--- src/sv/gfs_pkg.sv ---
// Shared constants and types for the gaze fixation smoother.
// Used by gfs_mul, gaze_fixation_smoother and the sim files; depends on nothing.
`default_nettype none

package gfs_pkg;

    localparam int WINDOW = 4;

    localparam int SLOT_W = $clog2(WINDOW);
    localparam int CLOG_W = $clog2(WINDOW);
    localparam int RAW_W  = 12;
    localparam int POS_W  = 16;
    localparam int SUM_W  = RAW_W + CLOG_W;
    localparam int NUM_W  = SUM_W + 4;
    localparam int MUL_W  = NUM_W + 1;
    localparam int PROD_W = 2 * MUL_W;
    localparam int ACC_W  = 2 * POS_W + 1;
    localparam int SQ_W   = 2 * POS_W;
    localparam int WGT_W  = 9;
    localparam int Q8     = 8;

    localparam int RECIP_SHIFT = NUM_W + CLOG_W;
    localparam logic [63:0] RECIP_POW  = 64'd1 << RECIP_SHIFT;
    localparam logic [63:0] RECIP_FULL = (RECIP_POW + 64'(WINDOW) - 64'd1) / WINDOW;

    localparam int CFG_IDX_W = 2;
    localparam int CFG_DAT_W = 16;
    localparam logic [CFG_IDX_W-1:0] CFG_RADIUS = 2'd0;
    localparam logic [CFG_IDX_W-1:0] CFG_WEIGHT = 2'd1;

    localparam logic [POS_W-1:0] RADIUS_RESET = 16'd480;
    localparam logic [WGT_W-1:0] WEIGHT_RESET = 9'd230;
    localparam logic [WGT_W-1:0] WEIGHT_ONE   = 9'd256;

    typedef logic [MUL_W-1:0]  mul_op_t;
    typedef logic [PROD_W-1:0] mul_prod_t;

endpackage

`default_nettype wire

--- src/sv/gfs_mul.sv ---
// Shared unsigned multiplier with a registered product.
// Depends on gfs_pkg for operand and product widths.
`default_nettype none

module gfs_mul (
    input  wire logic               clk,
    input  wire gfs_pkg::mul_op_t   mul_a,
    input  wire gfs_pkg::mul_op_t   mul_b,
    output gfs_pkg::mul_prod_t      prod
);
    import gfs_pkg::*;

    mul_prod_t prod_reg;

    always_ff @(posedge clk)
    begin
        prod_reg <= PROD_W'(mul_a) * PROD_W'(mul_b);
    end

    assign prod = prod_reg;

endmodule

`default_nettype wire

--- src/sv/gaze_fixation_smoother.sv ---
// Top level of the gaze fixation smoother: ring window, sequencer, output register.
// Depends on gfs_pkg and gfs_mul.
//
// Usage:
//   in channel  (in_valid/in_ready, gaze_x, gaze_y): one raw gaze sample per transfer.
//   out channel (out_valid/out_ready, smooth_x, smooth_y, is_fixation): one result
//     per input sample, smoothed point in 1/16 pixel.
//   cfg channel (cfg_valid/cfg_ready, cfg_index, cfg_data): index 0 writes the
//     dispersion radius, index 1 the Q8 smoothing weight; other indexes are dropped.
//     cfg_ready is always high; write only while no sample is in flight.
//   Each sample walks the window twice, with one shared multiplier for all products:
//   the sum, then the radius square and the two means, then the dispersion test point
//   by point, and the blend when the sample is a fixation.
//   out_valid rises together with in_ready when the sequencer leaves its output step,
//   so the next sample can be taken while the result waits.
//   A finished result waits in the output register; the next sample is taken and
//   processed meanwhile, and the sequencer holds only when it has a new result and
//   the old one is still not taken.
//   Reset clears the window, the held point and the fixation history to zero and
//   loads radius 480 and weight 230.
`default_nettype none

module gaze_fixation_smoother (
    input  wire logic                            clk,
    input  wire logic                            rst_n,
    input  wire logic                            in_valid,
    output logic                                 in_ready,
    input  wire logic [gfs_pkg::RAW_W-1:0]       gaze_x,
    input  wire logic [gfs_pkg::RAW_W-1:0]       gaze_y,
    output logic                                 out_valid,
    input  wire logic                            out_ready,
    output logic [gfs_pkg::POS_W-1:0]            smooth_x,
    output logic [gfs_pkg::POS_W-1:0]            smooth_y,
    output logic                                 is_fixation,
    input  wire logic                            cfg_valid,
    output logic                                 cfg_ready,
    input  wire logic [gfs_pkg::CFG_IDX_W-1:0]   cfg_index,
    input  wire logic [gfs_pkg::CFG_DAT_W-1:0]   cfg_data
);
    import gfs_pkg::*;

    typedef enum logic [14:0] {
        ST_IDLE = 15'b000000000000001,
        ST_SUM  = 15'b000000000000010,
        ST_RSQ  = 15'b000000000000100,
        ST_MNX  = 15'b000000000001000,
        ST_MNY  = 15'b000000000010000,
        ST_MNC  = 15'b000000000100000,
        ST_DSX  = 15'b000000001000000,
        ST_DSY  = 15'b000000010000000,
        ST_DCMP = 15'b000000100000000,
        ST_BLX0 = 15'b000001000000000,
        ST_BLX1 = 15'b000010000000000,
        ST_BLY0 = 15'b000100000000000,
        ST_BLY1 = 15'b001000000000000,
        ST_BLC  = 15'b010000000000000,
        ST_OUT  = 15'b100000000000000
    } state_t;

    localparam logic [SLOT_W-1:0] SLOT_LAST = SLOT_W'(WINDOW - 1);
    localparam logic [NUM_W-1:0]  NUM_HALF  = NUM_W'(WINDOW / 2);
    localparam logic [ACC_W-1:0]  ROUND_Q8  = ACC_W'(128);
    localparam mul_op_t           RECIP     = RECIP_FULL[MUL_W-1:0];

    state_t                state_reg, state_next;
    logic [SLOT_W-1:0]     idx_reg, idx_next;
    logic [SLOT_W-1:0]     slot_reg, slot_next;
    logic [RAW_W-1:0]      win_x_reg [WINDOW];
    logic [RAW_W-1:0]      win_y_reg [WINDOW];
    logic                  win_we;
    logic [RAW_W-1:0]      raw_x_reg, raw_y_reg;
    logic [SUM_W-1:0]      sum_x_reg, sum_x_next, sum_y_reg, sum_y_next;
    logic [SQ_W-1:0]       r2_reg, r2_next;
    logic [POS_W-1:0]      mean_x_reg, mean_x_next, mean_y_reg, mean_y_next;
    logic [ACC_W-1:0]      acc_reg, acc_next;
    logic                  fix_reg, fix_next;
    logic                  was_fix_reg, was_fix_next;
    logic [POS_W-1:0]      held_x_reg, held_x_next, held_y_reg, held_y_next;
    logic [POS_W-1:0]      radius_reg, radius_next;
    logic [WGT_W-1:0]      weight_reg, weight_next;
    logic                  out_valid_reg, out_valid_next;
    logic                  out_load;
    logic [POS_W-1:0]      smooth_x_reg, smooth_y_reg;
    logic                  fix_out_reg;

    mul_op_t               mul_a, mul_b;
    mul_prod_t             prod;

    logic [WGT_W-1:0]      w_sat, w_rest;
    logic [POS_W-1:0]      pt_x, pt_y, dist_x, dist_y;
    logic [POS_W-1:0]      base_x, base_y;
    logic [ACC_W-1:0]      acc_plus, blend_full;
    logic                  outside;
    logic [NUM_W-1:0]      num_x, num_y;

    gfs_mul u_mul (
        .clk   (clk),
        .mul_a (mul_a),
        .mul_b (mul_b),
        .prod  (prod)
    );

    assign w_sat  = (weight_reg > WEIGHT_ONE) ? WEIGHT_ONE : weight_reg;
    assign w_rest = WEIGHT_ONE - w_sat;

    assign pt_x   = {win_x_reg[idx_reg], 4'b0000};
    assign pt_y   = {win_y_reg[idx_reg], 4'b0000};
    assign dist_x = (pt_x >= mean_x_reg) ? (pt_x - mean_x_reg) : (mean_x_reg - pt_x);
    assign dist_y = (pt_y >= mean_y_reg) ? (pt_y - mean_y_reg) : (mean_y_reg - pt_y);

    assign base_x = was_fix_reg ? held_x_reg : mean_x_reg;
    assign base_y = was_fix_reg ? held_y_reg : mean_y_reg;

    assign num_x  = {sum_x_reg, 4'b0000} + NUM_HALF;
    assign num_y  = {sum_y_reg, 4'b0000} + NUM_HALF;

    assign acc_plus   = acc_reg + prod[ACC_W-1:0];
    assign blend_full = acc_plus + ROUND_Q8;
    assign outside    = acc_plus > {1'b0, r2_reg};

    assign in_ready    = (state_reg == ST_IDLE);
    assign cfg_ready   = 1'b1;
    assign out_valid   = out_valid_reg;
    assign smooth_x    = smooth_x_reg;
    assign smooth_y    = smooth_y_reg;
    assign is_fixation = fix_out_reg;

    always_comb
    begin
        mul_a = '0;
        mul_b = '0;
        case (state_reg)
            ST_RSQ:
            begin
                mul_a = MUL_W'(radius_reg);
                mul_b = MUL_W'(radius_reg);
            end
            ST_MNX:
            begin
                mul_a = MUL_W'(num_x);
                mul_b = RECIP;
            end
            ST_MNY:
            begin
                mul_a = MUL_W'(num_y);
                mul_b = RECIP;
            end
            ST_DSX:
            begin
                mul_a = MUL_W'(dist_x);
                mul_b = MUL_W'(dist_x);
            end
            ST_DSY:
            begin
                mul_a = MUL_W'(dist_y);
                mul_b = MUL_W'(dist_y);
            end
            ST_BLX0:
            begin
                mul_a = MUL_W'(base_x);
                mul_b = MUL_W'(w_sat);
            end
            ST_BLX1:
            begin
                mul_a = MUL_W'({raw_x_reg, 4'b0000});
                mul_b = MUL_W'(w_rest);
            end
            ST_BLY0:
            begin
                mul_a = MUL_W'(base_y);
                mul_b = MUL_W'(w_sat);
            end
            ST_BLY1:
            begin
                mul_a = MUL_W'({raw_y_reg, 4'b0000});
                mul_b = MUL_W'(w_rest);
            end
            default:
            begin
                mul_a = '0;
                mul_b = '0;
            end
        endcase
    end

    always_comb
    begin
        state_next     = state_reg;
        idx_next       = idx_reg;
        slot_next      = slot_reg;
        win_we         = 1'b0;
        sum_x_next     = sum_x_reg;
        sum_y_next     = sum_y_reg;
        r2_next        = r2_reg;
        mean_x_next    = mean_x_reg;
        mean_y_next    = mean_y_reg;
        acc_next       = acc_reg;
        fix_next       = fix_reg;
        was_fix_next   = was_fix_reg;
        held_x_next    = held_x_reg;
        held_y_next    = held_y_reg;
        out_load       = 1'b0;
        out_valid_next = out_valid_reg && !out_ready;

        case (state_reg)
            ST_IDLE:
            begin
                if (in_valid)
                begin
                    win_we     = 1'b1;
                    slot_next  = (slot_reg == SLOT_LAST) ? '0 : slot_reg + 1'b1;
                    sum_x_next = '0;
                    sum_y_next = '0;
                    idx_next   = '0;
                    state_next = ST_SUM;
                end
            end
            ST_SUM:
            begin
                sum_x_next = sum_x_reg + SUM_W'(win_x_reg[idx_reg]);
                sum_y_next = sum_y_reg + SUM_W'(win_y_reg[idx_reg]);
                if (idx_reg == SLOT_LAST)
                begin
                    idx_next   = '0;
                    state_next = ST_RSQ;
                end
                else
                begin
                    idx_next = idx_reg + 1'b1;
                end
            end
            ST_RSQ:
            begin
                state_next = ST_MNX;
            end
            ST_MNX:
            begin
                r2_next    = prod[SQ_W-1:0];
                state_next = ST_MNY;
            end
            ST_MNY:
            begin
                mean_x_next = prod[RECIP_SHIFT +: POS_W];
                state_next  = ST_MNC;
            end
            ST_MNC:
            begin
                mean_y_next = prod[RECIP_SHIFT +: POS_W];
                fix_next    = 1'b1;
                state_next  = ST_DSX;
            end
            ST_DSX:
            begin
                state_next = ST_DSY;
            end
            ST_DSY:
            begin
                acc_next   = ACC_W'(prod[SQ_W-1:0]);
                state_next = ST_DCMP;
            end
            ST_DCMP:
            begin
                fix_next = fix_reg && !outside;
                if (idx_reg == SLOT_LAST)
                begin
                    idx_next   = '0;
                    state_next = (fix_reg && !outside) ? ST_BLX0 : ST_OUT;
                end
                else
                begin
                    idx_next   = idx_reg + 1'b1;
                    state_next = ST_DSX;
                end
            end
            ST_BLX0:
            begin
                state_next = ST_BLX1;
            end
            ST_BLX1:
            begin
                acc_next   = ACC_W'(prod[SQ_W-1:0]);
                state_next = ST_BLY0;
            end
            ST_BLY0:
            begin
                held_x_next = blend_full[Q8 +: POS_W];
                state_next  = ST_BLY1;
            end
            ST_BLY1:
            begin
                acc_next   = ACC_W'(prod[SQ_W-1:0]);
                state_next = ST_BLC;
            end
            ST_BLC:
            begin
                held_y_next = blend_full[Q8 +: POS_W];
                state_next  = ST_OUT;
            end
            ST_OUT:
            begin
                if (!out_valid_reg || out_ready)
                begin
                    out_load       = 1'b1;
                    out_valid_next = 1'b1;
                    was_fix_next   = fix_reg;
                    state_next     = ST_IDLE;
                end
            end
            default:
            begin
                state_next = ST_IDLE;
            end
        endcase
    end

    always_comb
    begin
        radius_next = radius_reg;
        weight_next = weight_reg;
        if (cfg_valid)
        begin
            case (cfg_index)
                CFG_RADIUS: radius_next = cfg_data;
                CFG_WEIGHT: weight_next = cfg_data[WGT_W-1:0];
                default:    radius_next = radius_reg;
            endcase
        end
    end

    always_ff @(posedge clk or negedge rst_n)
    begin
        if (!rst_n)
        begin
            state_reg     <= ST_IDLE;
            idx_reg       <= '0;
            slot_reg      <= '0;
            fix_reg       <= 1'b0;
            was_fix_reg   <= 1'b0;
            held_x_reg    <= '0;
            held_y_reg    <= '0;
            radius_reg    <= RADIUS_RESET;
            weight_reg    <= WEIGHT_RESET;
            out_valid_reg <= 1'b0;
            for (int i = 0; i < WINDOW; i++)
            begin
                win_x_reg[i] <= '0;
                win_y_reg[i] <= '0;
            end
        end
        else
        begin
            state_reg     <= state_next;
            idx_reg       <= idx_next;
            slot_reg      <= slot_next;
            fix_reg       <= fix_next;
            was_fix_reg   <= was_fix_next;
            held_x_reg    <= held_x_next;
            held_y_reg    <= held_y_next;
            radius_reg    <= radius_next;
            weight_reg    <= weight_next;
            out_valid_reg <= out_valid_next;
            if (win_we)
            begin
                win_x_reg[slot_reg] <= gaze_x;
                win_y_reg[slot_reg] <= gaze_y;
            end
        end
    end

    always_ff @(posedge clk)
    begin
        sum_x_reg  <= sum_x_next;
        sum_y_reg  <= sum_y_next;
        r2_reg     <= r2_next;
        mean_x_reg <= mean_x_next;
        mean_y_reg <= mean_y_next;
        acc_reg    <= acc_next;
        if (win_we)
        begin
            raw_x_reg <= gaze_x;
            raw_y_reg <= gaze_y;
        end
        if (out_load)
        begin
            smooth_x_reg <= held_x_reg;
            smooth_y_reg <= held_y_reg;
            fix_out_reg  <= fix_reg;
        end
    end

    a_busy_after_transfer: assert property (@(posedge clk) disable iff (!rst_n)
        in_valid && in_ready |=> !in_ready)
        else $error("in_ready stayed high after an input transfer");

    a_idle_index_clear: assert property (@(posedge clk) disable iff (!rst_n)
        in_ready |-> (idx_reg == '0))
        else $error("window index not cleared while idle");

    a_result_from_out_state: assert property (@(posedge clk) disable iff (!rst_n)
        $rose(out_valid) |-> $past(state_reg == ST_OUT))
        else $error("result presented outside the output step");

    a_blend_only_on_fixation: assert property (@(posedge clk) disable iff (!rst_n)
        (state_reg == ST_BLX0) |-> fix_reg)
        else $error("blend started without a fixation");

endmodule

`default_nettype wire

--- config.mk ---
export PLATFORM = sky130hd
export DESIGN_NAME = gaze_fixation_smoother
export DESIGN_NICKNAME = d
export VERILOG_FILES = /design/src/sv/gfs_pkg.sv /design/src/sv/gfs_mul.sv /design/src/sv/gaze_fixation_smoother.sv
export SDC_FILE = /design/constraint.sdc
export NUM_CORES = 2
export LEC_CHECK = 0
export ABC_AREA = 1
export BUFFER_PORTS_ARGS = -buffer_cell sky130_fd_sc_hd__buf_2
export CAP_MARGIN = 40
export CORE_MARGIN = 2
export CORE_UTILIZATION = 25
export DETAILED_ROUTE_END_ITERATION = 8
export PLACE_DENSITY = 0.51
export REMOVE_ABC_BUFFERS = 1
export SYNTH_ARGS = -nofsm -noshare
export SYNTH_HDL_FRONTEND = slang
export SYNTH_SLANG_ARGS = --single-unit
--- constraint.sdc ---
create_clock -name clk -period 9.7 [get_ports clk]
set_input_delay 0.485 -clock clk [delete_from_list [all_inputs] [get_ports clk]]
set_output_delay 0.485 -clock clk [all_outputs]
set_load 0.01 [all_outputs]
==> impl_metrics.env <==
export IMPL_status="finished clean"
export IMPL_portion_of_total_power_attributed_to_the_clock_network_pct=21.8
export IMPL_insertion_delay_ns=0.60
export IMPL_clock_skew_final_ns=0.02733
export IMPL_floorplan_rows=131
export IMPL_tightest_slew_ns=0.7616
export IMPL_finalWorstPathRequiredPeriod_ns=9.007
export IMPL_drv_cap=0
export IMPL_worst_setup_timing_slack_at_the_placement_stage_ns=0.5528
export IMPL_syn_inst=3803
export IMPL_slew_violations=0
export IMPL_power_frac_seq_pct=29.6
export IMPL_cts_post_setup_buffers_inserted=0
export IMPL_critical_path_startpoint_type="register"
export IMPL_final_cell_mix="nand2_1, inv_1, o21ai_0"
export IMPL_synth_warnings=0
export IMPL_fillerInstances=13610
export IMPL_cts_max_level=2
export IMPL_worst_endpoint_required_ns=10.17
export IMPL_fin_hold_ws_ns=0.09310
export IMPL_crit_path_top_delay_cell="fa_1"
export IMPL_die_h_um=361.1
export IMPL_avgRoutedWirePerCell_um=17.82
export IMPL_synth_area_sq_um=31880
export IMPL_worst_slack_ns=0.6932
export IMPL_crit_fanout=35
export IMPL_route_final_wire_length_um=101200
export IMPL_slowest_delay_ns=0.53
export IMPL_setup_viol=0
export IMPL_pwr_share_comb_pct=48.6
export IMPL_grt_start_max_net_pins=68
export IMPL_grt_overflow=0
export IMPL_synth_top_cell_area_share_pct=17.05
export IMPL_critPathKind="register to register"
export IMPL_p_leak_nw=17.88
export IMPL_globalplace_congestion=0.9582
export IMPL_viasPerCell=4.536
export IMPL_cp_top_family="adder cells"
export IMPL_floorplan_initialDensity_pct=25.10
export IMPL_dieWidth_um=361.1
export IMPL_numClockSinks=392
export IMPL_worstPathArrival_ns=9.48
export IMPL_grt_setup_unrepaired="false"
export IMPL_timing_critical_path_to_type="register"
export IMPL_route_vias_total=25750
export IMPL_synth_top_area_cell="edfxtp_1"
export IMPL_clock_fmax_ghz=0.1110
export IMPL_yosys_cell_types_count=66
export IMPL_ys_top_cells_by_area="edfxtp_1, fa_1, dfrtp_1, nand2_1, ha_1"
export IMPL_power_density_nw_per_um2=226.3
export IMPL_hold_path_class="input pin to register"
export IMPL_switching_share_pct=44.47
export IMPL_fp_dieArea_sq_um=130400
export IMPL_synth_ff_latch_count=392
export IMPL_drtPass1Iterations=6
export IMPL_crit_buf_inv=10
export IMPL_drtIter0Drc=1977
export IMPL_power_switching_mw=3.675
export IMPL_clkTransAtPathRegs_ns=0.06
export IMPL_post_route_cells_drive_above_1_share_pct=8.844
export IMPL_synth_edff_count=181
export IMPL_grt_util_all_layers_pct=15.40
export IMPL_final_common_cell="nand2_1"
export IMPL_slew_limit_headroom_pct=49.17
export IMPL_async_flop_share_pct=44.64
export IMPL_worst_ir_drop_vdd_uv=145.1
export IMPL_port_buffers=81
export IMPL_synth_sequential_area_ratio_pct=33.08
export IMPL_core_sq_um=127000
export IMPL_grt_first_pass_wirelength_um=155300
export IMPL_syn_mean_instance_area_sq_um=8.383
export IMPL_dominantRegCellSynth="edfxtp_1"
export IMPL_cts_bufs_inserted=46
export IMPL_remaining_drc_errors=0
export IMPL_antenna_violations_before_repair=3
export IMPL_dpl_hpwl_um=83100
export IMPL_num_io_pins=83
export IMPL_tritoncts_clock_tree="built"
export IMPL_timing_final_hold_violations=0
export IMPL_final_min_period_over_clock_period_pct=92.85
export IMPL_cts_root_buf="clkbuf_16"
export IMPL_clock_tree_buffer_depth=3
export IMPL_setup_total_negative_slack_ns=0
export IMPL_internal_power_mw=4.589
export IMPL_finish_net_count=4528
export IMPL_area_growth_pct=14.53
export IMPL_grt_pass1_vias=25380
export IMPL_route_antenna_remaining_nets=0
==> worst paths after layout <==
kind / startpoint / endpoint / slack, ns / cells after the start
max: idx_reg[1]$_DFFE_PN0P_ / u_mul.prod[32]$_DFF_P_ / 0.69 / 38
min: gaze_x[8] / raw_x_reg[8]$_DFFE_PP_ / 0.09 / 1
max reg2reg: idx_reg[1]$_DFFE_PN0P_ / u_mul.prod[32]$_DFF_P_ / 0.69 / 38
min reg2reg: u_mul.prod[35]$_DFF_P_ / mean_y_reg[15]$_DFFE_PP_ / 0.43 / 0
max in group asynchronous: rst_n / held_x_reg[0]$_DFFE_PN0P_ / 7.87 / 5
min in group asynchronous: rst_n / win_x_reg[32]$_DFFE_PN0P_ / 0.36 / 2
==> power groups by stage <==
| stage | sequential, mW | combinational [mW] | clock (mW) |
|---|---|---|---|
| global placement | 2.47 | 3.95 | 0 |
| global route | 2.48 | 4.54 | 1.91 |
| CTS | 2.44 | 4.00 | 1.84 |
| finish | 2.45 | 4.02 | 1.80 |
| detailed placement | 2.47 | 3.98 | 0 |
| floorplan | 2.36 | 2.67 | 0 |
==> routing by layer <==
metal / wire [um] / global-route usage, %
met5: 10 / 0
met1: 47760 / 21.77
met2: 46720 / 25.35
met3: 4960 / 1.867
met4: 1697 / 2.798
==> synth_stat cells, drive strengths merged, types with 13 or more instances <==
cell and n:
inv 724, xnor2 24, nand3 108, dfxtp 36, nand4 38, nor2 249, dfrtp 165, xor2 43
a32oi 20, clkbuf 35, buf 54, a21oi 221, nand2 908, fa 243, nor3 33, o211ai 16
o22ai 13, ha 262, edfxtp 181, o21ai 300
==> logic make-up (layout without fill, tap and decap cells) <==
logic type	Yosys count	after routing	synth area share, %
DFF	392	392	33.08
xor gates and xnor gates	67	67	1.888
and+or+nand+nor	1367	1367	17.90
buffers and inverters	817	994	10.05
AOI/OAI and AO/OA	646	646	11.26
other	2	37	0.02356
adders and majority gates	505	505	25.54
muxes	7	7	0.2473
==> layout make-up <==
type / count / area (sq um) / area share [%]
Inverter: 728 / 2734 / 7.488
Tap cell: 1662 / 2079 / 5.695
Sequential cell: 392 / 10550 / 28.89
Antenna cell: 1 / 2.502 / 0.006854
Multi-Input combinational cell: 2628 / 18280 / 50.05
Clock inverter: 26 / 252.7 / 0.6922
Timing Repair Buffer: 180 / 1292 / 3.540
Clock buffer: 60 / 1328 / 3.636
==> per-stage QoR <==
step	total power, mW	util (%)	instance area (sq um)	std cells
finish	8.264	28.74	36510	5677
global route	8.930	28.74	36510	5676
CTS	8.281	28.74	36500	5676
detailed placement	6.442	27.48	34910	5589
global placement	6.417	27.37	34760	5580
floorplan	5.031	-	31540	3748
==> timing repair <==
item / in CTS / in global routing
endpoints found under the setup margin: 0 / 2
resized for setup: 0 / 2
hold buffers: 1 / 0
hold endpoints to repair: 30 / 0
No activity file was read; power rests on OpenSTA's default activity.
